<file path="config.mk">
export PLATFORM = sky130hd
export DESIGN_NAME = line_locked_text_buffer
export DESIGN_NICKNAME = d
export VERILOG_FILES = /design/src/hw/rtl/llt_pkg.sv /design/src/hw/rtl/line_locked_text_buffer.sv /design/src/hw/rtl/llt_ctrl.sv /design/src/hw/rtl/llt_dp.sv
export SDC_FILE = /design/constraint.sdc
export NUM_CORES = 1
export LEC_CHECK = 0
export BUFFER_PORTS_ARGS = -buffer_cell sky130_fd_sc_hd__clkbuf_2
export CAP_MARGIN = 20
export CORE_MARGIN = 10
export CORE_UTILIZATION = 27
export DETAILED_ROUTE_END_ITERATION = 12
export MAX_ROUTING_LAYER = met4
export SLEW_MARGIN = 20
export SYNTH_ARGS = -nofsm -noshare
export SYNTH_HDL_FRONTEND = slang
export SYNTH_SLANG_ARGS = --single-unit
</file>
<file path="constraint.sdc">
create_clock -name clk -period 5.22 [get_ports clk]
set_input_delay 1.305 -clock clk [delete_from_list [all_inputs] [get_ports clk]]
set_output_delay 1.305 -clock clk [all_outputs]
set_load 0.1 [all_outputs]
</file>
<file path="src/hw/rtl/llt_pkg.sv">
`default_nettype none
// -----------------------------------------------------------------------------
// llt_pkg
// Shared types and constants for the line-locked text buffer.
// -----------------------------------------------------------------------------
package llt_pkg;

	localparam int IN_W  = 40;
	localparam int OUT_W = 8;

	localparam logic [6:0] KEY_BACKSPACE = 7'd7;
	localparam logic [6:0] KEY_COMMIT    = 7'd10;
	localparam logic [6:0] KEY_CANCEL    = 7'd27;
	localparam logic [6:0] KEY_PRINT_LO  = 7'd32;
	localparam logic [6:0] KEY_DELETE    = 7'd74;
	localparam logic [6:0] KEY_PRINT_HI  = 7'd126;

	localparam logic [7:0] CHAR_SPACE = 8'h20;

	typedef enum logic [1:0] {
		ST_IDLE,
		ST_READ,
		ST_EXEC,
		ST_DONE
	} state_t;

	typedef struct packed {
		logic capture;
		logic rd_en;
		logic exec;
		logic load_out;
	} cmd_t;

	typedef struct packed {
		logic out_full;
	} sts_t;

endpackage
`default_nettype wire

</file>
<file path="src/hw/rtl/line_locked_text_buffer.sv">
`default_nettype none
// -----------------------------------------------------------------------------
// line_locked_text_buffer
// Shared text store with a working copy, a committed copy and a lock per line.
// -----------------------------------------------------------------------------
//
// Channel | Direction | Word content (from bit 0 up)
// --------+-----------+----------------------------------------------------
// s_*     | in        | client_id[15:0], line_index[3:0], column_index[5:0],
//         |           | key_code[6:0], zero pad to 40 bits
// m_*     | out       | status, lock_released, zero pad to 8 bits
//
// Each keystroke word has four steps: capture, row read, edit and
// write-back, result hand-over. The single-port row stores (one read or one
// write per cycle, registered read) put the read and the write-back in
// separate steps; a new word is taken only after the previous write-back.
// The result register lets the next word enter while a result is still
// waiting; if the sink stalls, the block waits in its last step.
// Reset is asynchronous and active low. It frees all locks and marks every
// row of both copies as unwritten, so they read as spaces at once: no
// clearing pass is needed.
//
// Denied words (line held by another client, or line beyond the store) leave
// everything unchanged and return status 0. A column beyond the row still
// claims the line, but an edit key there leaves the text as it is.
// -----------------------------------------------------------------------------
module line_locked_text_buffer #(
	parameter int LINES   = 16,
	parameter int COLUMNS = 64
) (
	input  wire logic                     clk,
	input  wire logic                     arst_n,
	input  wire logic                     s_tvalid,
	output logic                          s_tready,
	// client_id[15:0], line_index[19:16], column_index[25:20], key_code[32:26]
	input  wire logic [llt_pkg::IN_W-1:0] s_tdata,
	output logic                          m_tvalid,
	input  wire logic                     m_tready,
	// status[0], lock_released[1]
	output logic [llt_pkg::OUT_W-1:0]     m_tdata
);
	import llt_pkg::*;

	cmd_t cmd;
	sts_t sts;

	// The sequencer only steps the datapath; all stored data lives there.
	llt_ctrl u_ctrl (
		.clk      (clk),
		.arst_n   (arst_n),
		.s_tvalid (s_tvalid),
		.s_tready (s_tready),
		.m_tready (m_tready),
		.sts      (sts),
		.cmd      (cmd)
	);

	llt_dp #(
		.LINES   (LINES),
		.COLUMNS (COLUMNS)
	) u_dp (
		.clk      (clk),
		.arst_n   (arst_n),
		.s_tdata  (s_tdata),
		.cmd      (cmd),
		.sts      (sts),
		.m_tready (m_tready),
		.m_tvalid (m_tvalid),
		.m_tdata  (m_tdata)
	);

endmodule
`default_nettype wire

</file>
<file path="src/hw/rtl/llt_ctrl.sv">
`default_nettype none
// -----------------------------------------------------------------------------
// llt_ctrl
// Sequencer: capture, read the line, apply the edit, hand over the result.
// -----------------------------------------------------------------------------
module llt_ctrl (
	input  wire logic          clk,
	input  wire logic          arst_n,
	input  wire logic          s_tvalid,
	output logic               s_tready,
	input  wire logic          m_tready,
	input  wire llt_pkg::sts_t sts,
	output llt_pkg::cmd_t      cmd
);
	import llt_pkg::*;

	state_t state_q;
	state_t state_d;

	always_ff @(posedge clk or negedge arst_n) begin
		if (!arst_n) begin
			state_q <= ST_IDLE;
		end else begin
			state_q <= state_d;
		end
	end

	always_comb begin
		state_d  = state_q;
		cmd      = '0;
		s_tready = 1'b0;
		unique case (state_q)
			ST_IDLE: begin
				s_tready = 1'b1;
				if (s_tvalid) begin
					cmd.capture = 1'b1;
					state_d     = ST_READ;
				end
			end
			ST_READ: begin
				cmd.rd_en = 1'b1;
				state_d   = ST_EXEC;
			end
			ST_EXEC: begin
				cmd.exec = 1'b1;
				state_d  = ST_DONE;
			end
			ST_DONE: begin
				// The result register may still hold the previous word.
				if (!sts.out_full || m_tready) begin
					cmd.load_out = 1'b1;
					state_d      = ST_IDLE;
				end
			end
			default: state_d = ST_IDLE;
		endcase
	end

endmodule
`default_nettype wire

</file>
<file path="src/hw/rtl/llt_dp.sv">
`default_nettype none
// -----------------------------------------------------------------------------
// llt_dp
// Datapath: row stores, owner locks, line edit logic and result register.
// -----------------------------------------------------------------------------
module llt_dp #(
	parameter int LINES   = 16,
	parameter int COLUMNS = 64
) (
	input  wire logic                      clk,
	input  wire logic                      arst_n,
	input  wire logic [llt_pkg::IN_W-1:0]  s_tdata,
	input  wire llt_pkg::cmd_t             cmd,
	output llt_pkg::sts_t                  sts,
	input  wire logic                      m_tready,
	output logic                           m_tvalid,
	output logic [llt_pkg::OUT_W-1:0]      m_tdata
);
	import llt_pkg::*;

	localparam int LW    = (LINES > 1) ? $clog2(LINES) : 1;
	localparam int ROW_W = COLUMNS * 8;
	localparam logic [ROW_W-1:0] SPACE_ROW = {COLUMNS{CHAR_SPACE}};

	logic [15:0]     client_q;
	logic [3:0]      line_q;
	logic [5:0]      col_q;
	logic [6:0]      code_q;

	logic [ROW_W-1:0] work_mem [LINES];
	logic [ROW_W-1:0] cmt_mem  [LINES];
	logic [15:0]      own_mem  [LINES];
	logic [ROW_W-1:0] work_rd_s1;
	logic [ROW_W-1:0] cmt_rd_s1;
	logic [15:0]      own_rd_s1;

	logic [LINES-1:0] work_vld_q;
	logic [LINES-1:0] cmt_vld_q;
	logic [LINES-1:0] own_vld_q;

	logic res_status_q;
	logic res_rel_q;
	logic out_valid_q;
	logic out_status_q;
	logic out_rel_q;

	logic [8:0]       line_wide;
	logic [LW-1:0]    line_addr;
	logic             line_ok;
	logic             col_ok;
	logic             granted;
	logic             is_commit, is_cancel, is_delete, is_insert, is_bksp;
	logic             releases;
	logic [ROW_W-1:0] work_row;
	logic [ROW_W-1:0] cmt_row;
	logic [ROW_W-1:0] left_row;
	logic [ROW_W-1:0] right_row;
	logic [ROW_W-1:0] edited_row;
	logic             work_we;
	logic             cmt_we;

	always_ff @(posedge clk) begin
		if (cmd.capture) begin
			client_q <= s_tdata[15:0];
			line_q   <= s_tdata[19:16];
			col_q    <= s_tdata[25:20];
			code_q   <= s_tdata[32:26];
		end
	end

	assign line_wide = {5'd0, line_q};
	assign line_addr = line_wide[LW-1:0];
	assign line_ok   = line_wide < 9'(LINES);
	assign col_ok    = {3'd0, col_q} < 9'(COLUMNS);

	// Row stores: one port each, registered read.
	always_ff @(posedge clk) begin
		if (work_we) begin
			work_mem[line_addr] <= (is_cancel) ? cmt_row : edited_row;
		end
		if (cmd.rd_en) begin
			work_rd_s1 <= work_mem[line_addr];
		end
	end

	always_ff @(posedge clk) begin
		if (cmt_we) begin
			cmt_mem[line_addr] <= work_row;
		end
		if (cmd.rd_en) begin
			cmt_rd_s1 <= cmt_mem[line_addr];
		end
	end

	always_ff @(posedge clk) begin
		if (cmd.exec && granted) begin
			own_mem[line_addr] <= client_q;
		end
		if (cmd.rd_en) begin
			own_rd_s1 <= own_mem[line_addr];
		end
	end

	// A row never written reads as spaces.
	assign work_row = (line_ok && work_vld_q[line_addr]) ? work_rd_s1 : SPACE_ROW;
	assign cmt_row  = (line_ok && cmt_vld_q[line_addr])  ? cmt_rd_s1  : SPACE_ROW;

	assign granted = line_ok && !(own_vld_q[line_addr] && (own_rd_s1 != client_q));

	assign is_commit = (code_q == KEY_COMMIT);
	assign is_cancel = (code_q == KEY_CANCEL);
	assign is_delete = (code_q == KEY_DELETE);
	assign is_bksp   = (code_q == KEY_BACKSPACE);
	assign is_insert = !is_delete && (code_q >= KEY_PRINT_LO) && (code_q <= KEY_PRINT_HI);
	assign releases  = is_commit || is_cancel;

	assign left_row  = {CHAR_SPACE, work_row[ROW_W-1:8]};
	assign right_row = {work_row[ROW_W-9:0], 8'h00};

	always_comb begin
		logic [8:0] ci;
		logic [8:0] cc;
		edited_row = work_row;
		cc         = {3'd0, col_q};
		for (int i = 0; i < COLUMNS; i++) begin
			ci = 9'(i);
			if (is_delete && (ci > cc)) begin
				edited_row[i*8 +: 8] = left_row[i*8 +: 8];
			end else if (is_bksp && (ci >= cc)) begin
				edited_row[i*8 +: 8] = left_row[i*8 +: 8];
			end else if (is_insert && (ci > cc)) begin
				edited_row[i*8 +: 8] = right_row[i*8 +: 8];
			end else if (is_insert && (ci == cc)) begin
				edited_row[i*8 +: 8] = {1'b0, code_q};
			end
		end
	end

	assign work_we = cmd.exec && granted &&
		(is_cancel || (col_ok && (is_delete || is_bksp || is_insert)));
	assign cmt_we  = cmd.exec && granted && is_commit;

	always_ff @(posedge clk or negedge arst_n) begin
		if (!arst_n) begin
			work_vld_q <= '0;
			cmt_vld_q  <= '0;
			own_vld_q  <= '0;
		end else begin
			if (work_we) begin
				work_vld_q[line_addr] <= 1'b1;
			end
			if (cmt_we) begin
				cmt_vld_q[line_addr] <= 1'b1;
			end
			if (cmd.exec && granted) begin
				own_vld_q[line_addr] <= !releases;
			end
		end
	end

	always_ff @(posedge clk) begin
		if (cmd.exec) begin
			res_status_q <= granted;
			res_rel_q    <= granted && releases;
		end
		if (cmd.load_out) begin
			out_status_q <= res_status_q;
			out_rel_q    <= res_rel_q;
		end
	end

	always_ff @(posedge clk or negedge arst_n) begin
		if (!arst_n) begin
			out_valid_q <= 1'b0;
		end else if (cmd.load_out) begin
			out_valid_q <= 1'b1;
		end else if (m_tready) begin
			out_valid_q <= 1'b0;
		end
	end

	assign sts.out_full = out_valid_q;
	assign m_tvalid     = out_valid_q;
	assign m_tdata      = {6'd0, out_rel_q, out_status_q};

endmodule
`default_nettype wire

</file>
# --- Word level (Yosys, flattened, before mapping) ---
# Memories as Yosys holds them, arrays and structs flattened. A register that Yosys moved wholly into a read port is not among the register bits.
# Index checks and enable logic that the tools add are counted.
totals:
  ram_bits: 256
  mem_count: 1
  regBits: 50
  word_cells: 54
  input_bits: 44
op_classes:
  reduce_logical: 13
  n_mux: 19
  eq_ne: 8
  order_cmp: 3
mem_list:
  columns: ["name", "words", "width", "read_ports", "rd_ports_with_merged_regs", "wr", "line_no", "rtl"]
  rows:
  - ["u_dp.own_mem", 16, 16, 1, 1, 1, "llt_dp.sv:32", "logic [15:0] own_mem [LINES];"]
op_table:
  columns: ["op", "n"]
  rows:
  - ["$bwmux 16", 1]
  - ["$ne 16x16->1", 1]
  - ["$mux 1", 13]
  - ["$lt 4x5->1 const B", 2]
  - ["$pmux 2 s4", 1]
  - ["$eq 7x4->1 const B", 1]
  - ["$eq 7x5->1 const B", 1]
  - ["$logic_and 1x1->1", 5]
  - ["$bmux 1 s4", 1]
  - ["$demux 1 s4", 1]
  - ["$eq 2x2->1 const B", 2]
  - ["$ge 4x1->1 const B", 1]
  - ["$mux 2", 2]
  - ["$logic_not 1->1", 3]
  - ["$eq 2x1->1 const B", 1]
  - ["$logic_not 2->1", 1]
  - ["$logic_or 1x1->1", 2]
  - ["$ne 2x1->1 const B", 1]
  - ["$ne 2x2->1 const B", 1]
  - ["$reduce_and 2->1", 1]
  - ["$reduce_bool 2->1", 1]

# --- Depth between registers and ports, before layout ---
depth:
  ltp_word: 8
  ltp_mapped: 8
  depth_no_buf: 6

# --- Modules after synthesis ---
# Synthesis repeated with hierarchy kept, for this count alone.
hier_totals:
  cells_unflattened: 562
  hier_area_um2: 12499.5
by_module_without_submodules:
  columns: ["module", "instances", "cells_each", "area_each_um2"]
  rows:
  - ["llt_dp", 1, 545, 12309.3]
  - ["llt_ctrl", 1, 17, 190.2]

# --- Worst setup path after synthesis ---
# Ideal clock, no wire load.
synth_timing:
  kind: "flip-flop to flip-flop"
  from: "register u_dp.client_q[6]"
  to: "register u_dp.own_vld_q[13]"
  setup_slack_ns: 1.827
  required_time_ns: 5.095
  n_path_buf: 0
  stages_incl_launch_ff: 7
  setup_ns: 0.125
  t_arrival_ns: 3.269
  synth_period_minus_slack_ns: 3.393
  path_cell_list: "edfxtp_1 -> xor2_1 -> nor4_1 -> nand4_1 -> o211a_4 -> nor3b_1 -> mux2_2"
synth_via:
  elab_chain_len: 5
synth_lines:
  columns: ["item", "line_no", "rtl"]
  rows:
  - ["start: declaration", "llt_dp.sv:25", "logic [15:0] client_q;"]
  - ["start signal: assignment", "llt_dp.sv:64", "client_q <= s_tdata[15:0];"]
  - ["$ne 16x16->1", "llt_dp.sv:108", "assign granted = line_ok && !(own_vld_q[line_addr] && (own_rd_s1 != client_q));"]
  - ["$logic_and 1x1->1", "llt_dp.sv:108", null]
  - ["$logic_not 1->1", "llt_dp.sv:108", null]
  - ["$logic_and 1x1->1", "llt_dp.sv:108", null]
  - ["$logic_and 1x1->1", "llt_dp.sv:155", "if (cmd.exec && granted) begin"]
  - ["end signal: indexed assignment", "llt_dp.sv:156", "own_vld_q[line_addr] <= !releases;"]
  - ["end: declaration", "llt_dp.sv:39", "logic [LINES-1:0] own_vld_q;"]
# No other way between the ends.
# A chain may end at the register's enable or synchronous reset.

# --- Worst setup path in the final report ---
layout_timing:
  from: "register u_dp.client_q[5]"
  to: "memory u_dp.own_mem[2][10] (enable)"
layout_via:
  elab_chain_len: 7
layout_lines:
  columns: ["item", "line_no", "rtl"]
  rows:
  - ["$ne 16x16->1", "llt_dp.sv:108", null]
  - ["$logic_and 1x1->1", "llt_dp.sv:108", null]
  - ["$logic_not 1->1", "llt_dp.sv:108", null]
  - ["$logic_and 1x1->1", "llt_dp.sv:108", null]
  - ["$logic_and 1x1->1", "llt_dp.sv:96", "if (cmd.exec && granted) begin"]
  - ["$mux 1", "llt_dp.sv:96", null]
  - ["$mux 1 (implied by the code)", "llt_dp.sv:97", "own_mem[line_addr] <= client_q;"]
  - ["end: declaration", "llt_dp.sv:32", null]
# No other way between the ends.

==> flow_metrics.env <==
export IMPL_core_area_um2=45480
export IMPL_part_of_the_cycle_the_worst_path_needs_pct=72.49
export IMPL_grt_first_pass_wirelength_um=37460
export IMPL_synth_top_area_share_pct=73.09
export IMPL_die_w_um=234.7
export IMPL_floorplan_initialDensity_pct=27.37
export IMPL_route_layer_met1_wl_um=10970
export IMPL_achievable_frequency_mhz=264.3
export IMPL_min_delay_path_class="reg -> reg"
export IMPL_pwr_density_cell_nw_per_um2=454.7
export IMPL_synthDominantAreaCellType="edfxtp_1"
export IMPL_cts_reportedPaths_clkPinSlew_ns=0.05
export IMPL_finish_instance_area_um2=14420
export IMPL_slew_violations=0
export IMPL_clock_tree_buffer_depth=3
export IMPL_clock_sink_count=322
export IMPL_grt_max_degree=37
export IMPL_fin_nets=661
export IMPL_cts_buffers_inserted=35
export IMPL_most_common_layout_cells="edfxtp_1, mux4_2, clkbuf_16"
export IMPL_synth_area_leaders="edfxtp_1, mux4_2, dfrtp_1"
export IMPL_report_final_hold_viol_count=0
export IMPL_wirelength_um=25130
export IMPL_max_slew_margin_vs_limit_pct=29.12
export IMPL_critical_path_cell_chain="xor2_1 -> nor4_1 -> nand4_1 -> o211a_4 -> or3_4 -> inv_1"
export IMPL_final_layout_size_suffix_gt1_share_pct=33.02
export IMPL_r2r_cells=6
export IMPL_fp_row_count=78
export IMPL_global_route_usage_total_pct=9.126
export IMPL_design_die_area_um2=55100
export IMPL_routedWlPerCell_um=20.33
export IMPL_route_vias_total=5444
export IMPL_final_common_cell="edfxtp_1"
export IMPL_die_y_um=234.7
export IMPL_drt_initial_drc_count=366
export IMPL_max_stage_delay_ns=0.69
export IMPL_timing_critical_path_arrival_ns=3.90
export IMPL_totalNegativeSetupSlack_ns=0
export IMPL_post_cts_resized_instances=0
export IMPL_irDropWorstVdd_mv=0.1759
export IMPL_critical_path_class="reg -> reg"
export IMPL_worst_case_register_to_register_setup_slack_ns=1.44
export IMPL_gp_routability_congestion=0.7098
export IMPL_num_antenna_cells=0
export IMPL_tightest_slew_ns=1.063
export IMPL_path_max_fanout=17
export IMPL_timing_critical_path_from_type="register"
export IMPL_fin_crit_ns=3.784
export IMPL_endpoint_kind="register"
export IMPL_clock_tree_from_tritoncts="done"
export IMPL_fin_skew_ns=0.01469
export IMPL_global_route_overflow_total=0
export IMPL_first_global_vias=5794
export IMPL_netlist_cell_type_count=38
export IMPL_outcome="finished clean"
export IMPL_route_top_layer_used="met4"
export IMPL_htree_levels=2
export IMPL_clockRootBuffer="clkbuf_16"
export IMPL_synthesis_yosys_warnings=0
export IMPL_route_detailed_vias_per_inst=4.405
export IMPL_ys_ff_latch=322
export IMPL_layout_area_overhead_vs_synth_pct=15.86
export IMPL_p_leak_nw=4.691
export IMPL_timing_hold_worst_path_depth=0
export IMPL_synth_area_um2=12450
export IMPL_dpl_hpwl_um=14280
export IMPL_post_cts_repair_setup_buffers=0
export IMPL_crit_path_top_delay_cell="inv_1"
export IMPL_placed_area_um2=13400
export IMPL_crit_required_ns=5.33
export IMPL_hold_buffers=0
export IMPL_place_port_buffers=34
export IMPL_route_antenna_remaining_nets=0
export IMPL_insertion_delay_ns=0.50
export IMPL_design_power_total_mw=6.559
export IMPL_routed_wl_met2_um=12760
export IMPL_synthesis_instances=549
export IMPL_yosysSeqAreaShare_pct=76.90
export IMPL_synth_avg_cell_area_um2=22.68
export IMPL_setup_viol=0
export IMPL_route_met3_wl_um=953
export IMPL_ios=54
export IMPL_rsz0062_at_grt="false"
export IMPL_number_of_max_cap_violations=0
export IMPL_antenna_violations_before_repair=0
export IMPL_drc=0
export IMPL_drt_first_pass_iters=5
-- synthesized netlist by cell type --
master	n
o211a_4	1
clkbuf_1	12
and3_1	1
buf_4	8
nor2b_1	2
nor4b_1	1
mux4_2	82
nor4_1	4
buf_1	4
or2_2	1
o211ai_2	1
edfxtp_1	303
nand4_1	4
nand3_2	1
o32a_1	1
buf_6	2
mux2i_1	8
nand3_1	5
xor2_1	16
mux2_2	12
nand2_1	6
a21oi_1	1
xnor2_1	1
a41o_1	1
conb_1	1
nand2b_1	4
ha_1	4
nor3_1	5
o31a_1	1
o21ai_0	2
and2_1	2
buf_2	5
nor2_1	6
inv_1	15
nor3b_1	1
mux2_4	3
or3_4	3
dfrtp_1	19
-- report_power, final --
group | internal, mW | total (mW) | leakage, nW | switching [mW]
registers | 3.18 | 3.37 | 2.97 | 0.192
logic | 0.406 | 0.949 | 1.23 | 0.543
clock network | 1.30 | 2.24 | 0.495 | 0.940
total | 4.88 | 6.56 | 4.69 | 1.67
-- metrics by stage --
stage               hold slack (ns)  std cells  setup slack, ns  util [%]
floorplan                    0.4003        554            1.827         -
global placement             0.4115       1176            1.403     29.45
detailed placement           0.4232       1176            1.397     29.45
CTS                          0.4361       1236            1.366     31.72
global route                 0.4348       1236            1.256     31.72
finish                       0.4332       1236            1.436     31.72
-- worst max-delay path: cells and delay by family, from the launching register on --
kind	cells	cell delay (ns)
AND/OR/NAND/NOR	3	1.43
flip-flops	1	0.61
buffers and inverters	1	0.69
XOR/XNOR	1	0.27
AO/OA/AOI/OAI	1	0.40
-- kinds of logic after synthesis --
| group | after synthesis | synth area share [%] |
|---|---|---|
| XOR/XNOR | 17 | 1.196 |
| other | 1 | 0.03012 |
| buffers and inverters | 46 | 1.799 |
| adder cells (fa/ha/maj) | 4 | 0.4020 |
| AND/OR/NAND/NOR | 46 | 2.151 |
| multiplexers | 105 | 16.92 |
| AO/OA/AOI/OAI | 8 | 0.5930 |
| flip-flops | 322 | 76.90 |
-- layer usage --
metal	track usage, %	vias up
li1	-	2388
met1	11.18	2905
met2	15.22	113
met3	1.819	38
met4	2.281	0
met5	-	-
-- sequential cells by signal (all words and copies together), names as in the netlist --
signal / flops
u_ctrl.state_q: 2
u_dp.client_q: 16
u_dp.code_q: 7
u_dp.line_addr: 4
u_dp.m_tvalid: 1
u_dp.out_rel_q: 1
u_dp.out_status_q: 1
u_dp.own_mem: 256
u_dp.own_rd_s1: 16
u_dp.own_vld_q: 16
u_dp.res_rel_q: 1
u_dp.res_status_q: 1
-- worst paths after layout --
path / endpoint / start
setup / recovery: u_dp.own_mem[2][10]$_DFFE_PP_ / u_dp.client_q[5]$_DFFE_PP_
min in group asynchronous: u_ctrl.state_q[1]$_DFFE_PN0P_ / arst_n
max in group asynchronous: u_dp.own_vld_q[5]$_DFFE_PN0P_ / arst_n
setup reg to reg: u_dp.own_mem[2][10]$_DFFE_PP_ / u_dp.client_q[5]$_DFFE_PP_
hold reg to reg: u_dp.out_rel_q$_DFFE_PP_ / u_dp.res_rel_q$_DFFE_PP_
hold / removal: u_dp.out_rel_q$_DFFE_PP_ / u_dp.res_rel_q$_DFFE_PP_
-- layout make-up --
class / instances / area (µm²)
clock buffers: 46 / 927.1
clock inverters: 14 / 101.3
fillers: 4374 / 31050
inverters: 15 / 56.30
multi-input cells: 186 / 2701
flip-flops and latches: 322 / 9574
well taps: 600 / 750.7
repair buffers: 53 / 312.8
(Power assumes the default switching activity.)
